File: src/rtl/core/mfsp_pkg.sv
`timescale 1ns / 1ps

package mfsp_pkg;

  localparam int BOUNDARY_MAX = 32;
  localparam int HELD_DEPTH   = BOUNDARY_MAX + 8;
  localparam int HELD_AW      = $clog2(HELD_DEPTH);
  localparam int MATCH_W      = 6;
  localparam int TOKEN_BYTES  = 32;
  localparam int TOKEN_W      = TOKEN_BYTES * 8;
  localparam int CFG_IDX_W    = 3;
  localparam int CFG_DATA_W   = 64;
  localparam int CMD_DEPTH    = 4;
  localparam int CMD_AW       = $clog2(CMD_DEPTH);

  localparam logic [CFG_IDX_W-1:0] REG_BND_LO     = 3'd0;
  localparam logic [CFG_IDX_W-1:0] REG_BND_MID_LO = 3'd1;
  localparam logic [CFG_IDX_W-1:0] REG_BND_MID_HI = 3'd2;
  localparam logic [CFG_IDX_W-1:0] REG_BND_HI     = 3'd3;
  localparam logic [CFG_IDX_W-1:0] REG_BND_LEN    = 3'd4;

  localparam logic [7:0] CH_CR    = 8'd13;
  localparam logic [7:0] CH_LF    = 8'd10;
  localparam logic [7:0] CH_DASH  = 8'd45;
  localparam logic [7:0] CH_COLON = 8'd58;
  localparam logic [7:0] CH_SPACE = 8'd32;

  typedef enum logic [3:0] {
    K_PAY, K_NAMEB, K_VALB, K_BEGIN, K_NAMEEND,
    K_VALEND, K_HDREND, K_PARTEND, K_FINAL, K_ERR
  } kind_t;

  typedef enum logic [3:0] {
    PH_OPEN, PH_NAME, PH_VSTART, PH_VALUE, PH_VLF,
    PH_HLF, PH_PAYLOAD, PH_END, PH_ERROR
  } phase_t;

  typedef enum logic [1:0] {F_RUN, F_SECOND, F_DRAIN} front_state_t;
  typedef enum logic [1:0] {B_IDLE, B_RD, B_WR} back_state_t;

  typedef struct packed {
    logic               is_drain;
    kind_t              kind;
    logic [7:0]         data;
    logic [31:0]        off;
    logic               fin;
    logic               last;
    logic [MATCH_W-1:0] count;
  } cmd_t;

  function automatic cmd_t mk_emit(input kind_t k, input logic [7:0] d,
                                   input logic [31:0] o, input logic f,
                                   input logic l);
    cmd_t c;
    c          = '0;
    c.kind     = k;
    c.data     = d;
    c.off      = o;
    c.fin      = f;
    c.last     = l;
    return c;
  endfunction

  // HTTP token characters: printable ASCII minus the separators.
  function automatic logic tchar_ok(input logic [7:0] b);
    logic ok;
    ok = (b >= 8'd33) && (b <= 8'd126);
    unique case (b)
      8'd34, 8'd40, 8'd41, 8'd44, 8'd47, 8'd58, 8'd59, 8'd60, 8'd61,
      8'd62, 8'd63, 8'd64, 8'd91, 8'd92, 8'd93, 8'd123, 8'd125: ok = 1'b0;
      default: ;
    endcase
    return ok;
  endfunction

  function automatic logic [MATCH_W-1:0] token_len(input logic [5:0] blen);
    logic [MATCH_W-1:0] n;
    n = blen;
    if (n == '0) n = MATCH_W'(1);
    if (n > MATCH_W'(BOUNDARY_MAX)) n = MATCH_W'(BOUNDARY_MAX);
    return n;
  endfunction

  // Delimiter pattern: CR LF dash dash token.
  function automatic logic [7:0] pattern_byte(input logic [MATCH_W-1:0] i,
                                              input logic [TOKEN_W-1:0] tok);
    logic [MATCH_W-1:0] k;
    logic [7:0]         r;
    k = i - MATCH_W'(4);
    if (i == MATCH_W'(0)) r = CH_CR;
    else if (i == MATCH_W'(1)) r = CH_LF;
    else if (i < MATCH_W'(4)) r = CH_DASH;
    else if (k >= MATCH_W'(TOKEN_BYTES)) r = 8'd0;
    else r = tok[k[4:0]*8 +: 8];
    return r;
  endfunction

endpackage

File: src/rtl/core/mfsp_ram.sv
`timescale 1ns / 1ps

module mfsp_ram #(
  parameter int WIDTH = 8,
  parameter int DEPTH = 40,
  localparam int AW = $clog2(DEPTH)
) (
  input  logic             clk,
  input  logic             we,
  input  logic [AW-1:0]    waddr,
  input  logic [WIDTH-1:0] wdata,
  input  logic             re,
  input  logic [AW-1:0]    raddr,
  output logic [WIDTH-1:0] rdata
);

  logic [WIDTH-1:0] mem [DEPTH];
  logic [WIDTH-1:0] rdata_r;

  always_ff @(posedge clk) begin
    if (we) mem[waddr] <= wdata;
    if (re) rdata_r <= mem[raddr];
  end

  assign rdata = rdata_r;

endmodule

File: src/rtl/core/mfsp_cmd_fifo.sv
`timescale 1ns / 1ps

module mfsp_cmd_fifo (
  input  logic            clk,
  input  logic            rst_n,
  input  logic            push,
  input  mfsp_pkg::cmd_t  wdata,
  input  logic            pop,
  output mfsp_pkg::cmd_t  rdata,
  output logic            empty,
  output logic            full
);
  import mfsp_pkg::*;

  cmd_t              q_r [CMD_DEPTH];
  logic [CMD_AW-1:0] wp_r, wp_nxt, rp_r, rp_nxt;
  logic [CMD_AW:0]   cnt_r, cnt_nxt;

  always_comb begin
    wp_nxt  = push ? wp_r + CMD_AW'(1) : wp_r;
    rp_nxt  = pop ? rp_r + CMD_AW'(1) : rp_r;
    cnt_nxt = cnt_r + (CMD_AW+1)'(push) - (CMD_AW+1)'(pop);
  end

  always_ff @(posedge clk) begin
    if (!rst_n) begin
      wp_r  <= '0;
      rp_r  <= '0;
      cnt_r <= '0;
    end else begin
      wp_r  <= wp_nxt;
      rp_r  <= rp_nxt;
      cnt_r <= cnt_nxt;
    end
    if (push) q_r[wp_r] <= wdata;
  end

  assign rdata = q_r[rp_r];
  assign empty = (cnt_r == '0);
  assign full  = (cnt_r == (CMD_AW+1)'(CMD_DEPTH));

endmodule

File: src/rtl/core/mfsp_front.sv
`timescale 1ns / 1ps

module mfsp_front (
  input  logic                               clk,
  input  logic                               rst_n,
  input  logic                               in_valid,
  output logic                               in_stall,
  input  logic                               in_op,
  input  logic [7:0]                         in_data_byte,
  input  logic                               cfg_we,
  input  logic [mfsp_pkg::CFG_IDX_W-1:0]     cfg_index,
  input  logic [mfsp_pkg::CFG_DATA_W-1:0]    cfg_data,
  output logic                               push,
  output mfsp_pkg::cmd_t                     push_data,
  input  logic                               fifo_full,
  input  logic                               back_idle,
  output logic                               ram_we,
  output logic [mfsp_pkg::HELD_AW-1:0]       ram_waddr,
  output logic [7:0]                         ram_wdata
);
  import mfsp_pkg::*;

  logic [CFG_DATA_W-1:0] tok_r [4];
  logic [5:0]            blen_r;
  logic [TOKEN_W-1:0]    token;

  front_state_t       fs_r, fs_nxt;
  phase_t             phase_r, phase_nxt, phase_d;
  logic [MATCH_W-1:0] match_r, match_nxt, match_d;
  logic               final_r, final_nxt, final_d;
  logic [31:0]        off_r, off_nxt, off_d;
  logic               name_r, name_nxt, name_d;
  logic [7:0]         tail_r, tail_nxt;
  cmd_t               pend_r, pend_nxt;

  logic [1:0]         d_npush;
  cmd_t               d_a, d_b;
  logic               d_drain, d_we;
  logic [MATCH_W-1:0] d_waddr;
  logic               accept;

  logic [7:0]         b;
  logic [MATCH_W-1:0] n;
  logic [MATCH_W:0]   m7, n7, plen7;
  logic               adv, done;

  assign token  = {tok_r[3], tok_r[2], tok_r[1], tok_r[0]};
  assign b      = in_data_byte;
  assign accept = in_valid && !in_stall;

  // Classify one byte against the parse state.
  always_comb begin
    d_npush = 2'd0;
    d_a     = '0;
    d_b     = '0;
    d_drain = 1'b0;
    d_we    = 1'b0;
    d_waddr = '0;
    phase_d = phase_r;
    match_d = match_r;
    final_d = final_r;
    off_d   = off_r;
    name_d  = name_r;
    adv     = 1'b0;
    done    = 1'b0;
    n       = token_len(blen_r);
    n7      = {1'b0, n};
    m7      = {1'b0, match_r};
    plen7   = n7 + (MATCH_W+1)'(4);
    if (in_op) begin
      phase_d = PH_OPEN;
      match_d = '0;
      final_d = 1'b0;
      off_d   = '0;
      name_d  = 1'b0;
    end else begin
      unique case (phase_r)
        PH_OPEN: begin
          if (m7 < n7 + (MATCH_W+1)'(2)) begin
            if (b != pattern_byte(match_r + MATCH_W'(2), token)) begin
              d_npush = 2'd1;
              d_a     = mk_emit(K_ERR, 8'd0, 32'd0, 1'b0, 1'b1);
              phase_d = PH_ERROR;
            end else begin
              match_d = match_r + MATCH_W'(1);
            end
          end else if (m7 == n7 + (MATCH_W+1)'(2) && b == CH_CR) begin
            match_d = match_r + MATCH_W'(1);
          end else if (m7 == n7 + (MATCH_W+1)'(3) && b == CH_LF) begin
            d_npush = 2'd1;
            d_a     = mk_emit(K_BEGIN, 8'd0, 32'd0, 1'b0, 1'b1);
            phase_d = PH_NAME;
            name_d  = 1'b0;
            match_d = '0;
          end else begin
            d_npush = 2'd1;
            d_a     = mk_emit(K_ERR, 8'd0, 32'd0, 1'b0, 1'b1);
            phase_d = PH_ERROR;
          end
        end
        PH_NAME: begin
          if (b == CH_CR) begin
            phase_d = PH_HLF;
          end else if (b == CH_COLON && name_r) begin
            d_npush = 2'd1;
            d_a     = mk_emit(K_NAMEEND, 8'd0, 32'd0, 1'b0, 1'b1);
            phase_d = PH_VSTART;
          end else if (b != CH_COLON && tchar_ok(b)) begin
            d_npush = 2'd1;
            d_a     = mk_emit(K_NAMEB, b, 32'd0, 1'b0, 1'b1);
            name_d  = 1'b1;
          end else begin
            d_npush = 2'd1;
            d_a     = mk_emit(K_ERR, 8'd0, 32'd0, 1'b0, 1'b1);
            phase_d = PH_ERROR;
          end
        end
        PH_VSTART, PH_VALUE: begin
          if (!(phase_r == PH_VSTART && b == CH_SPACE)) begin
            d_npush = 2'd1;
            if (b == CH_CR) begin
              d_a     = mk_emit(K_VALEND, 8'd0, 32'd0, 1'b0, 1'b1);
              phase_d = PH_VLF;
            end else begin
              d_a     = mk_emit(K_VALB, b, 32'd0, 1'b0, 1'b1);
              phase_d = PH_VALUE;
            end
          end
        end
        PH_VLF: begin
          if (b != CH_LF) begin
            d_npush = 2'd1;
            d_a     = mk_emit(K_ERR, 8'd0, 32'd0, 1'b0, 1'b1);
            phase_d = PH_ERROR;
          end else begin
            phase_d = PH_NAME;
            name_d  = 1'b0;
            match_d = '0;
          end
        end
        PH_HLF: begin
          d_npush = 2'd1;
          if (b != CH_LF) begin
            d_a     = mk_emit(K_ERR, 8'd0, 32'd0, 1'b0, 1'b1);
            phase_d = PH_ERROR;
          end else begin
            d_a     = mk_emit(K_HDREND, 8'd0, 32'd0, 1'b0, 1'b1);
            phase_d = PH_PAYLOAD;
            off_d   = '0;
            match_d = '0;
            final_d = 1'b0;
          end
        end
        PH_PAYLOAD: begin
          if (match_r == '0) begin
            if (b == CH_CR) begin
              d_we    = 1'b1;
              match_d = MATCH_W'(1);
            end else begin
              d_npush = 2'd1;
              d_a     = mk_emit(K_PAY, b, off_r, 1'b0, 1'b1);
              off_d   = off_r + 32'd1;
            end
          end else begin
            if (m7 < plen7) begin
              adv = (b == pattern_byte(match_r, token));
            end else if (m7 == plen7) begin
              if (b == CH_CR) begin
                adv     = 1'b1;
                final_d = 1'b0;
              end else if (b == CH_DASH) begin
                adv     = 1'b1;
                final_d = 1'b1;
              end
            end else if (m7 == plen7 + (MATCH_W+1)'(1)) begin
              if (!final_r && b == CH_LF) begin
                done    = 1'b1;
                d_npush = 2'd2;
                d_a     = mk_emit(K_PARTEND, 8'd0, 32'd0, 1'b0, 1'b0);
                d_b     = mk_emit(K_BEGIN, 8'd0, 32'd0, 1'b0, 1'b1);
                off_d   = '0;
                phase_d = PH_NAME;
                name_d  = 1'b0;
                match_d = '0;
              end else begin
                adv = final_r && b == CH_DASH;
              end
            end else if (m7 == plen7 + (MATCH_W+1)'(2)) begin
              adv = final_r && b == CH_CR;
            end else if (m7 == plen7 + (MATCH_W+1)'(3)) begin
              if (final_r && b == CH_LF) begin
                done    = 1'b1;
                d_npush = 2'd2;
                d_a     = mk_emit(K_PARTEND, 8'd0, 32'd0, 1'b1, 1'b0);
                d_b     = mk_emit(K_FINAL, 8'd0, 32'd0, 1'b1, 1'b1);
                match_d = '0;
                phase_d = PH_END;
              end
            end
            if (!done) begin
              if (adv && m7 < (MATCH_W+1)'(HELD_DEPTH)) begin
                d_we    = 1'b1;
                d_waddr = match_r;
                match_d = match_r + MATCH_W'(1);
              end else begin
                // Mismatch: the held bytes go out as payload first.
                d_npush        = 2'd1;
                d_drain        = 1'b1;
                d_a            = '0;
                d_a.is_drain   = 1'b1;
                d_a.kind       = K_PAY;
                d_a.off        = off_r;
                d_a.count      = match_r;
                d_a.last       = (b == CH_CR);
                off_d          = off_r + 32'(match_r);
                match_d        = '0;
              end
            end
          end
        end
        default: ;
      endcase
    end
  end

  always_comb begin
    fs_nxt = fs_r;
    unique case (fs_r)
      F_RUN: begin
        if (accept && d_npush == 2'd2) fs_nxt = F_SECOND;
        else if (accept && d_drain) fs_nxt = F_DRAIN;
      end
      F_SECOND: if (!fifo_full) fs_nxt = F_RUN;
      F_DRAIN:  if (back_idle) fs_nxt = F_RUN;
      default:  fs_nxt = F_RUN;
    endcase
  end

  always_comb begin
    in_stall  = !(fs_r == F_RUN && !fifo_full);
    push      = 1'b0;
    push_data = d_a;
    ram_we    = 1'b0;
    ram_waddr = HELD_AW'(d_waddr);
    ram_wdata = b;
    phase_nxt = phase_r;
    match_nxt = match_r;
    final_nxt = final_r;
    off_nxt   = off_r;
    name_nxt  = name_r;
    tail_nxt  = tail_r;
    pend_nxt  = pend_r;
    unique case (fs_r)
      F_RUN: begin
        if (accept) begin
          push      = (d_npush != 2'd0);
          ram_we    = d_we;
          phase_nxt = phase_d;
          match_nxt = match_d;
          final_nxt = final_d;
          off_nxt   = off_d;
          name_nxt  = name_d;
          tail_nxt  = b;
          pend_nxt  = d_b;
        end
      end
      F_SECOND: begin
        push_data = pend_r;
        push      = !fifo_full;
      end
      F_DRAIN: begin
        // Tail byte waits until every held byte has been read out.
        push_data = mk_emit(K_PAY, tail_r, off_r, 1'b0, 1'b1);
        ram_waddr = '0;
        ram_wdata = tail_r;
        if (back_idle) begin
          if (tail_r == CH_CR) begin
            ram_we    = 1'b1;
            match_nxt = MATCH_W'(1);
          end else begin
            push    = 1'b1;
            off_nxt = off_r + 32'd1;
          end
        end
      end
      default: ;
    endcase
  end

  always_ff @(posedge clk) begin
    if (!rst_n) begin
      fs_r    <= F_RUN;
      phase_r <= PH_OPEN;
      match_r <= '0;
      final_r <= 1'b0;
      off_r   <= '0;
      name_r  <= 1'b0;
      tok_r   <= '{default: '0};
      blen_r  <= 6'd1;
    end else begin
      fs_r    <= fs_nxt;
      phase_r <= phase_nxt;
      match_r <= match_nxt;
      final_r <= final_nxt;
      off_r   <= off_nxt;
      name_r  <= name_nxt;
      if (cfg_we) begin
        unique case (cfg_index)
          REG_BND_LO:     tok_r[0] <= cfg_data;
          REG_BND_MID_LO: tok_r[1] <= cfg_data;
          REG_BND_MID_HI: tok_r[2] <= cfg_data;
          REG_BND_HI:     tok_r[3] <= cfg_data;
          REG_BND_LEN:    blen_r   <= cfg_data[5:0];
          default: ;
        endcase
      end
    end
    tail_r <= tail_nxt;
    pend_r <= pend_nxt;
  end

endmodule

File: src/rtl/core/mfsp_back.sv
`timescale 1ns / 1ps

module mfsp_back (
  input  logic                          clk,
  input  logic                          rst_n,
  input  logic                          fifo_empty,
  input  mfsp_pkg::cmd_t                fifo_rdata,
  output logic                          fifo_pop,
  output logic                          back_idle,
  output logic                          ram_re,
  output logic [mfsp_pkg::HELD_AW-1:0]  ram_raddr,
  input  logic [7:0]                    ram_rdata,
  output logic                          out_valid,
  input  logic                          out_stall,
  output logic [3:0]                    out_kind,
  output logic [7:0]                    out_out_byte,
  output logic [31:0]                   out_content_offset,
  output logic                          out_final_part,
  output logic                          out_last
);
  import mfsp_pkg::*;

  back_state_t        bs_r, bs_nxt;
  logic [MATCH_W-1:0] cnt_r, cnt_nxt, idx_r, idx_nxt;
  logic [31:0]        base_r, base_nxt;
  logic               dlast_r, dlast_nxt;
  logic               ov_r, ov_nxt;
  cmd_t               o_r, o_nxt;
  logic               slot_free, drain_done;

  assign slot_free  = !ov_r || !out_stall;
  assign drain_done = (idx_r + MATCH_W'(1) == cnt_r);

  always_comb begin
    bs_nxt = bs_r;
    unique case (bs_r)
      B_IDLE: if (!fifo_empty && fifo_rdata.is_drain) bs_nxt = B_RD;
      B_RD:   bs_nxt = B_WR;
      B_WR:   if (slot_free) bs_nxt = drain_done ? B_IDLE : B_RD;
      default: bs_nxt = B_IDLE;
    endcase
  end

  always_comb begin
    fifo_pop  = 1'b0;
    ram_re    = 1'b0;
    ram_raddr = HELD_AW'(idx_r);
    cnt_nxt   = cnt_r;
    idx_nxt   = idx_r;
    base_nxt  = base_r;
    dlast_nxt = dlast_r;
    ov_nxt    = ov_r && out_stall;
    o_nxt     = o_r;
    unique case (bs_r)
      B_IDLE: begin
        if (!fifo_empty && (fifo_rdata.is_drain || slot_free)) begin
          fifo_pop = 1'b1;
          if (fifo_rdata.is_drain) begin
            cnt_nxt   = fifo_rdata.count;
            base_nxt  = fifo_rdata.off;
            dlast_nxt = fifo_rdata.last;
            idx_nxt   = '0;
          end else begin
            ov_nxt = 1'b1;
            o_nxt  = fifo_rdata;
          end
        end
      end
      B_RD: ram_re = 1'b1;
      B_WR: begin
        if (slot_free) begin
          ov_nxt = 1'b1;
          o_nxt  = mk_emit(K_PAY, ram_rdata, base_r + 32'(idx_r), 1'b0,
                           dlast_r && drain_done);
          idx_nxt = idx_r + MATCH_W'(1);
        end
      end
      default: ;
    endcase
  end

  always_ff @(posedge clk) begin
    if (!rst_n) begin
      bs_r <= B_IDLE;
      ov_r <= 1'b0;
    end else begin
      bs_r <= bs_nxt;
      ov_r <= ov_nxt;
    end
    cnt_r   <= cnt_nxt;
    idx_r   <= idx_nxt;
    base_r  <= base_nxt;
    dlast_r <= dlast_nxt;
    o_r     <= o_nxt;
  end

  assign back_idle          = (bs_r == B_IDLE) && fifo_empty;
  assign out_valid          = ov_r;
  assign out_kind           = o_r.kind;
  assign out_out_byte       = o_r.data;
  assign out_content_offset = o_r.off;
  assign out_final_part     = o_r.fin;
  assign out_last           = o_r.last;

endmodule

File: src/rtl/core/multipart_form_stream_parser.sv
`timescale 1ns / 1ps

// Channel   Direction  Handshake            Payload
// in_       input      in_valid / in_stall  in_op, in_data_byte
// out_      output     out_valid/out_stall  out_kind, out_out_byte, out_content_offset,
//                                           out_final_part, out_last
// cfg_      input      cfg_we               cfg_index, cfg_data
//
// An ordinary byte produces at most one result directly.
// A byte that closes a part produces two results and holds the input until the second is queued.
// A delimiter mismatch releases up to 39 held bytes from the held-byte RAM through its
// single read port, and the input stalls until that drain is done.
// Reset is synchronous and active low; the held-byte RAM is not cleared.
// An output stall holds a drain and fills the command queue; input stalls once it is full.

module multipart_form_stream_parser (
  input  logic                               clk,
  input  logic                               rst_n,
  input  logic                               in_valid,
  output logic                               in_stall,
  input  logic                               in_op,
  input  logic [7:0]                         in_data_byte,
  output logic                               out_valid,
  input  logic                               out_stall,
  output logic [3:0]                         out_kind,
  output logic [7:0]                         out_out_byte,
  output logic [31:0]                        out_content_offset,
  output logic                               out_final_part,
  output logic                               out_last,
  input  logic                               cfg_we,
  input  logic [mfsp_pkg::CFG_IDX_W-1:0]     cfg_index,
  input  logic [mfsp_pkg::CFG_DATA_W-1:0]    cfg_data
);
  import mfsp_pkg::*;

  // Front to back: each queued transaction is either one finished result or a drain request.
  cmd_t               push_data, pop_data;
  logic               push, pop, fifo_empty, fifo_full, back_idle;
  logic               ram_we, ram_re;
  logic [HELD_AW-1:0] ram_waddr, ram_raddr;
  logic [7:0]         ram_wdata, ram_rdata;

  mfsp_front u_front (
    .clk          (clk),
    .rst_n        (rst_n),
    .in_valid     (in_valid),
    .in_stall     (in_stall),
    .in_op        (in_op),
    .in_data_byte (in_data_byte),
    .cfg_we       (cfg_we),
    .cfg_index    (cfg_index),
    .cfg_data     (cfg_data),
    .push         (push),
    .push_data    (push_data),
    .fifo_full    (fifo_full),
    .back_idle    (back_idle),
    .ram_we       (ram_we),
    .ram_waddr    (ram_waddr),
    .ram_wdata    (ram_wdata)
  );

  mfsp_cmd_fifo u_fifo (
    .clk   (clk),
    .rst_n (rst_n),
    .push  (push),
    .wdata (push_data),
    .pop   (pop),
    .rdata (pop_data),
    .empty (fifo_empty),
    .full  (fifo_full)
  );

  // The held candidate delimiter bytes live here.
  mfsp_ram #(
    .WIDTH (8),
    .DEPTH (HELD_DEPTH)
  ) u_held (
    .clk   (clk),
    .we    (ram_we),
    .waddr (ram_waddr),
    .wdata (ram_wdata),
    .re    (ram_re),
    .raddr (ram_raddr),
    .rdata (ram_rdata)
  );

  mfsp_back u_back (
    .clk                (clk),
    .rst_n              (rst_n),
    .fifo_empty         (fifo_empty),
    .fifo_rdata         (pop_data),
    .fifo_pop           (pop),
    .back_idle          (back_idle),
    .ram_re             (ram_re),
    .ram_raddr          (ram_raddr),
    .ram_rdata          (ram_rdata),
    .out_valid          (out_valid),
    .out_stall          (out_stall),
    .out_kind           (out_kind),
    .out_out_byte       (out_out_byte),
    .out_content_offset (out_content_offset),
    .out_final_part     (out_final_part),
    .out_last           (out_last)
  );

endmodule
File: config.mk
export PLATFORM = sky130hd
export DESIGN_NAME = multipart_form_stream_parser
export DESIGN_NICKNAME = d
export VERILOG_FILES = /design/src/rtl/core/mfsp_pkg.sv /design/src/rtl/core/mfsp_ram.sv /design/src/rtl/core/mfsp_cmd_fifo.sv /design/src/rtl/core/mfsp_front.sv /design/src/rtl/core/mfsp_back.sv /design/src/rtl/core/multipart_form_stream_parser.sv
export SDC_FILE = /design/constraint.sdc
export NUM_CORES = 2
export LEC_CHECK = 0
export BUFFER_PORTS_ARGS = -buffer_cell sky130_fd_sc_hd__buf_2
export CAP_MARGIN = 20
export CORE_ASPECT_RATIO = 0.8
export CORE_UTILIZATION = 30
export DETAILED_ROUTE_END_ITERATION = 10
export PLACE_DENSITY = 0.46
export SLEW_MARGIN = 20
export SYNTH_ARGS = -nofsm -noshare
export SYNTH_HDL_FRONTEND = slang
export SYNTH_SLANG_ARGS = --single-unit
File: constraint.sdc
create_clock -name clk -period 8.22 [get_ports clk]
set_clock_uncertainty 0.1 [all_clocks]
set_input_delay 0 -clock clk [delete_from_list [all_inputs] [get_ports clk]]
set_output_delay 0 -clock clk [all_outputs]
set_load 0.02 [all_outputs]
==> impl_metrics.py <==
metrics = {
    "run_status": {
        "status": "finished, violations left",
        "violations": "design-rule violations",
    },
    "placed_design": {
        "pre_cts_ws_ns": 1.532,
        "portBuffers": 128,
        "gp_congestion": 0.9135,
        "hpwl_um": 98860,
    },
    "clock_tree": {
        "cts_made_buffers": 104,
        "cts_num_sinks": 963,
        "ctsResizeCount": 0,
        "htreeDepth": 3,
        "clk_pin_slew_ns": 0.06,
        "cts_tree": "built",
        "clk_path_buf_depth": 3,
        "clk_latency_ns": 0.75,
        "cts-root-buf": "clkbuf_16",
    },
    "synth": {
        "netlist_instances": 3858,
        "syn_nets": 3996,
        "ys_warn_count": 0,
        "yosysTopAreaCellShare_pct": 41.31,
        "syn_area_mm2": 0.04674,
        "synth-edff-count": 643,
        "synth_flop_cell": "edfxtp_1",
        "ys_seq_area_share_pct": 55.02,
        "synthTopCellsByArea": "edfxtp_1 (41%), dfxtp_1 (14%), mux4_2 (11%), nand2_1 (5.8%), a21boi_0 (4.2%)",
        "ys_ff_latch": 963,
        "netlist-cell-type-count": 100,
        "synth_top_cell_by_area": "edfxtp_1",
        "syn_area_per_cell_um2": 12.11,
        "synthArstFlopShare_pct": 0,
    },
    "detailed_routing": {
        "avgRoutedWirePerCell_um": 23.98,
        "route.detailed.drc": 4,
        "drt_iter0_markers": 3082,
        "firstDrtPassIters": 9,
        "viasPerCell": 5.272,
        "num_vias": 32360,
        "antenna_left": 0,
        "routed_wirelength_um": 147200,
    },
    "timing": {
        "period_share_pct": 81.87,
        "setup_viol": 0,
        "max_slew_margin_pct": 17.65,
        "tightest_slew_ns": 1.235,
        "timing.fmax_mhz": 148.6,
        "min_period_ns": 6.730,
        "slew_violations": 0,
        "rsz0062_at_grt": "no",
        "setup_tns_ns": 0,
        "hold_ws_ns": 0.04414,
        "worst_slack_ns": 1.490,
        "final-hold-violation-count": 0,
    },
    "finish": {
        "fin_nets": 4152,
        "layout_commonest_cell": "nand2_1",
        "drive_gt1_share_pct": 17.13,
        "final_cell_mix": "nand2_1 (722), edfxtp_1 (643), dfxtp_1 (315), a21boi_0 (263), mux4_2 (230)",
        "area_delta_synth_final_pct": 16.09,
    },
    "critical_path": {
        "critPathMaxFanout": 14,
        "r2r-start": "u_front.blen_r[5]",
        "critPathKind": "flop to flop",
        "cp_data_arrival_time_ns": 7.00,
        "start_kind": "flop",
        "reg2reg_to": "u_held.mem[0][4]",
        "ff2ff_setup_slack_ns": 1.49,
        "required_ns": 8.49,
        "crit_path_end_kind": "flop",
        "rr_worst_depth": 17,
    },
    "hold_path": {
        "hold_path_end": "u_front.tok_r[193]",
        "hp-class": "input pin to flop",
        "hold_depth": 4,
        "hp-start": "cfg_data[1]",
    },
    "die": {
        "dieHeight_um": 355.0,
        "initial_core_util_pct": 30.23,
        "io_pins": 129,
        "core-area_mm2": 0.1546,
        "die_area_mm2": 0.1574,
        "fp.dieW_um": 443.3,
        "rows": 129,
    },
    "grt": {
        "overflow": 0,
        "grt_pass1_vias": 31420,
        "grt_max_degree": 127,
        "grt_pass1_wl_um": 218000,
        "antenna_found_initial": 6,
        "track_usage_pct": 18.44,
    },
    "power": {
        "powerDensity_mw_per_mm2": 251.2,
        "ir_drop_uv": 179.8,
        "power.total_uw": 13630,
        "cellLeakagePower_uw": 0.01740,
    },
    "run": {
        "max-cap-violations": 0,
    },
}
-- through the flow --
| step | instance area, um2 | instances | util [%] |
|---|---|---|---|
| CTS | 54240 | 6134 | 35.08 |
| finish | 54260 | 6138 | 35.09 |
| floorplan | 46740 | 3858 | - |
| global route | 54250 | 6135 | 35.08 |
| detailed placement | 49360 | 5814 | 31.92 |
| global placement | 49360 | 5814 | 31.92 |
-- worst max path at each step --
| stage | startpoint | end | slack, ns | depth (start not counted) |
|---|---|---|---|---|
| after global placement | u_front.match_r[1] | u_fifo.q_r[0][31] | 1.60 | 14 |
| final | u_front.blen_r[5] | u_held.mem[0][4] | 1.49 | 17 |
| after detailed placement | u_front.match_r[1] | u_fifo.q_r[0][8] | 1.53 | 14 |
| after CTS | u_front.blen_r[5] | u_held.mem[14][6] | 1.53 | 17 |
| after global routing | u_front.blen_r[5] | u_held.mem[11][6] | 1.12 | 17 |
| after floorplan | u_front.match_r[2] | u_fifo.q_r[0][0] | 2.39 | 17 |
-- sequential cells by signal, summed over array words and instances (netlist names), 8 cells and up, named ones only --
name                       cells
u_front.tail_r                 8
u_back.base_r                 32
u_back.out_out_byte            8
u_front.tok_r                256
u_held.rdata                   8
u_front.off_r                 32
u_fifo.q_r                   212
u_back.out_content_offset     32
u_held.mem                   320
-- synthesized netlist by cell type (32+ instances only) --
library cell,count
nand2_1,723
edfxtp_1,643
dfxtp_1,320
a21boi_0,263
mux4_2,230
clkbuf_1,196
nor2_1,149
mux2i_1,126
o21ai_0,116
a21oi_1,81
and2_1,74
nand3_1,63
ha_1,54
inv_1,54
xnor2_1,51
nor3_1,49
nand4_1,42
nor2b_1,36
xor2_1,36
a22oi_1,32
-- layout make-up --
| type | instances | area [um2] |
|---|---|---|
| flip-flops and latches | 963 | 25730 |
| multi-input cells | 2561 | 19640 |
| diodes | 4 | 10.01 |
| clock buffers | 126 | 2779 |
| fillers | 15200 | 100400 |
| repair buffers | 327 | 2482 |
| well taps | 2030 | 2540 |
| clock inverters | 70 | 859.6 |
| inverters | 57 | 214.0 |
-- metal layers --
metal | global-route usage (%) | routed length (um) | vias to the layer above
li1 | - | - | 14750
met3 | 3.680 | 9659 | 176
met1 | 27.96 | 72200 | 16380
met2 | 26.64 | 62110 | 1043
met4 | 4.554 | 3243 | 0
met5 | 0 | 0 | -
-- what timing repair did --
item,CTS,global route
hold buffers,124,0
setup buffers,0,0
setup endpoints to repair,0,0
hold endpoints to repair,387,0
-- report_power, final --
group	leakage, uW	internal (uW)	switching, uW	total, uW
registers	0.00841	5620	232	5850
logic	0.00722	1140	1660	2790
clock network	0.00177	2880	2110	4990
-- critical path, cell delays in order, from the launching register on --
cell	delay, ns
dfxtp_1	0.40
nand2b_1	0.25
inv_1	0.23
ha_1	0.38
xor2_1	0.30
inv_1	0.15
ha_1	0.33
a21o_1	0.16
a211oi_1	0.65
nor3b_1	0.26
o211ai_1	0.11
or4_4	0.54
nor4b_4	0.28
buf_4	0.26
nand2b_1	0.45
nand2_2	0.09
o22ai_1	0.94
nor2_1	0.49
-- cell families after synthesis --
kind of cell               share of synthesized area [%]
and+or+nand+nor                                    12.53
DFF                                                55.02
AOI/OAI and AO/OA                                  11.07
muxes                                              14.87
buffers and inverters                              3.151
xor gates and xnor gates                           1.775
adders and majority gates                          1.574
No activity file was read; power rests on OpenSTA's default activity.
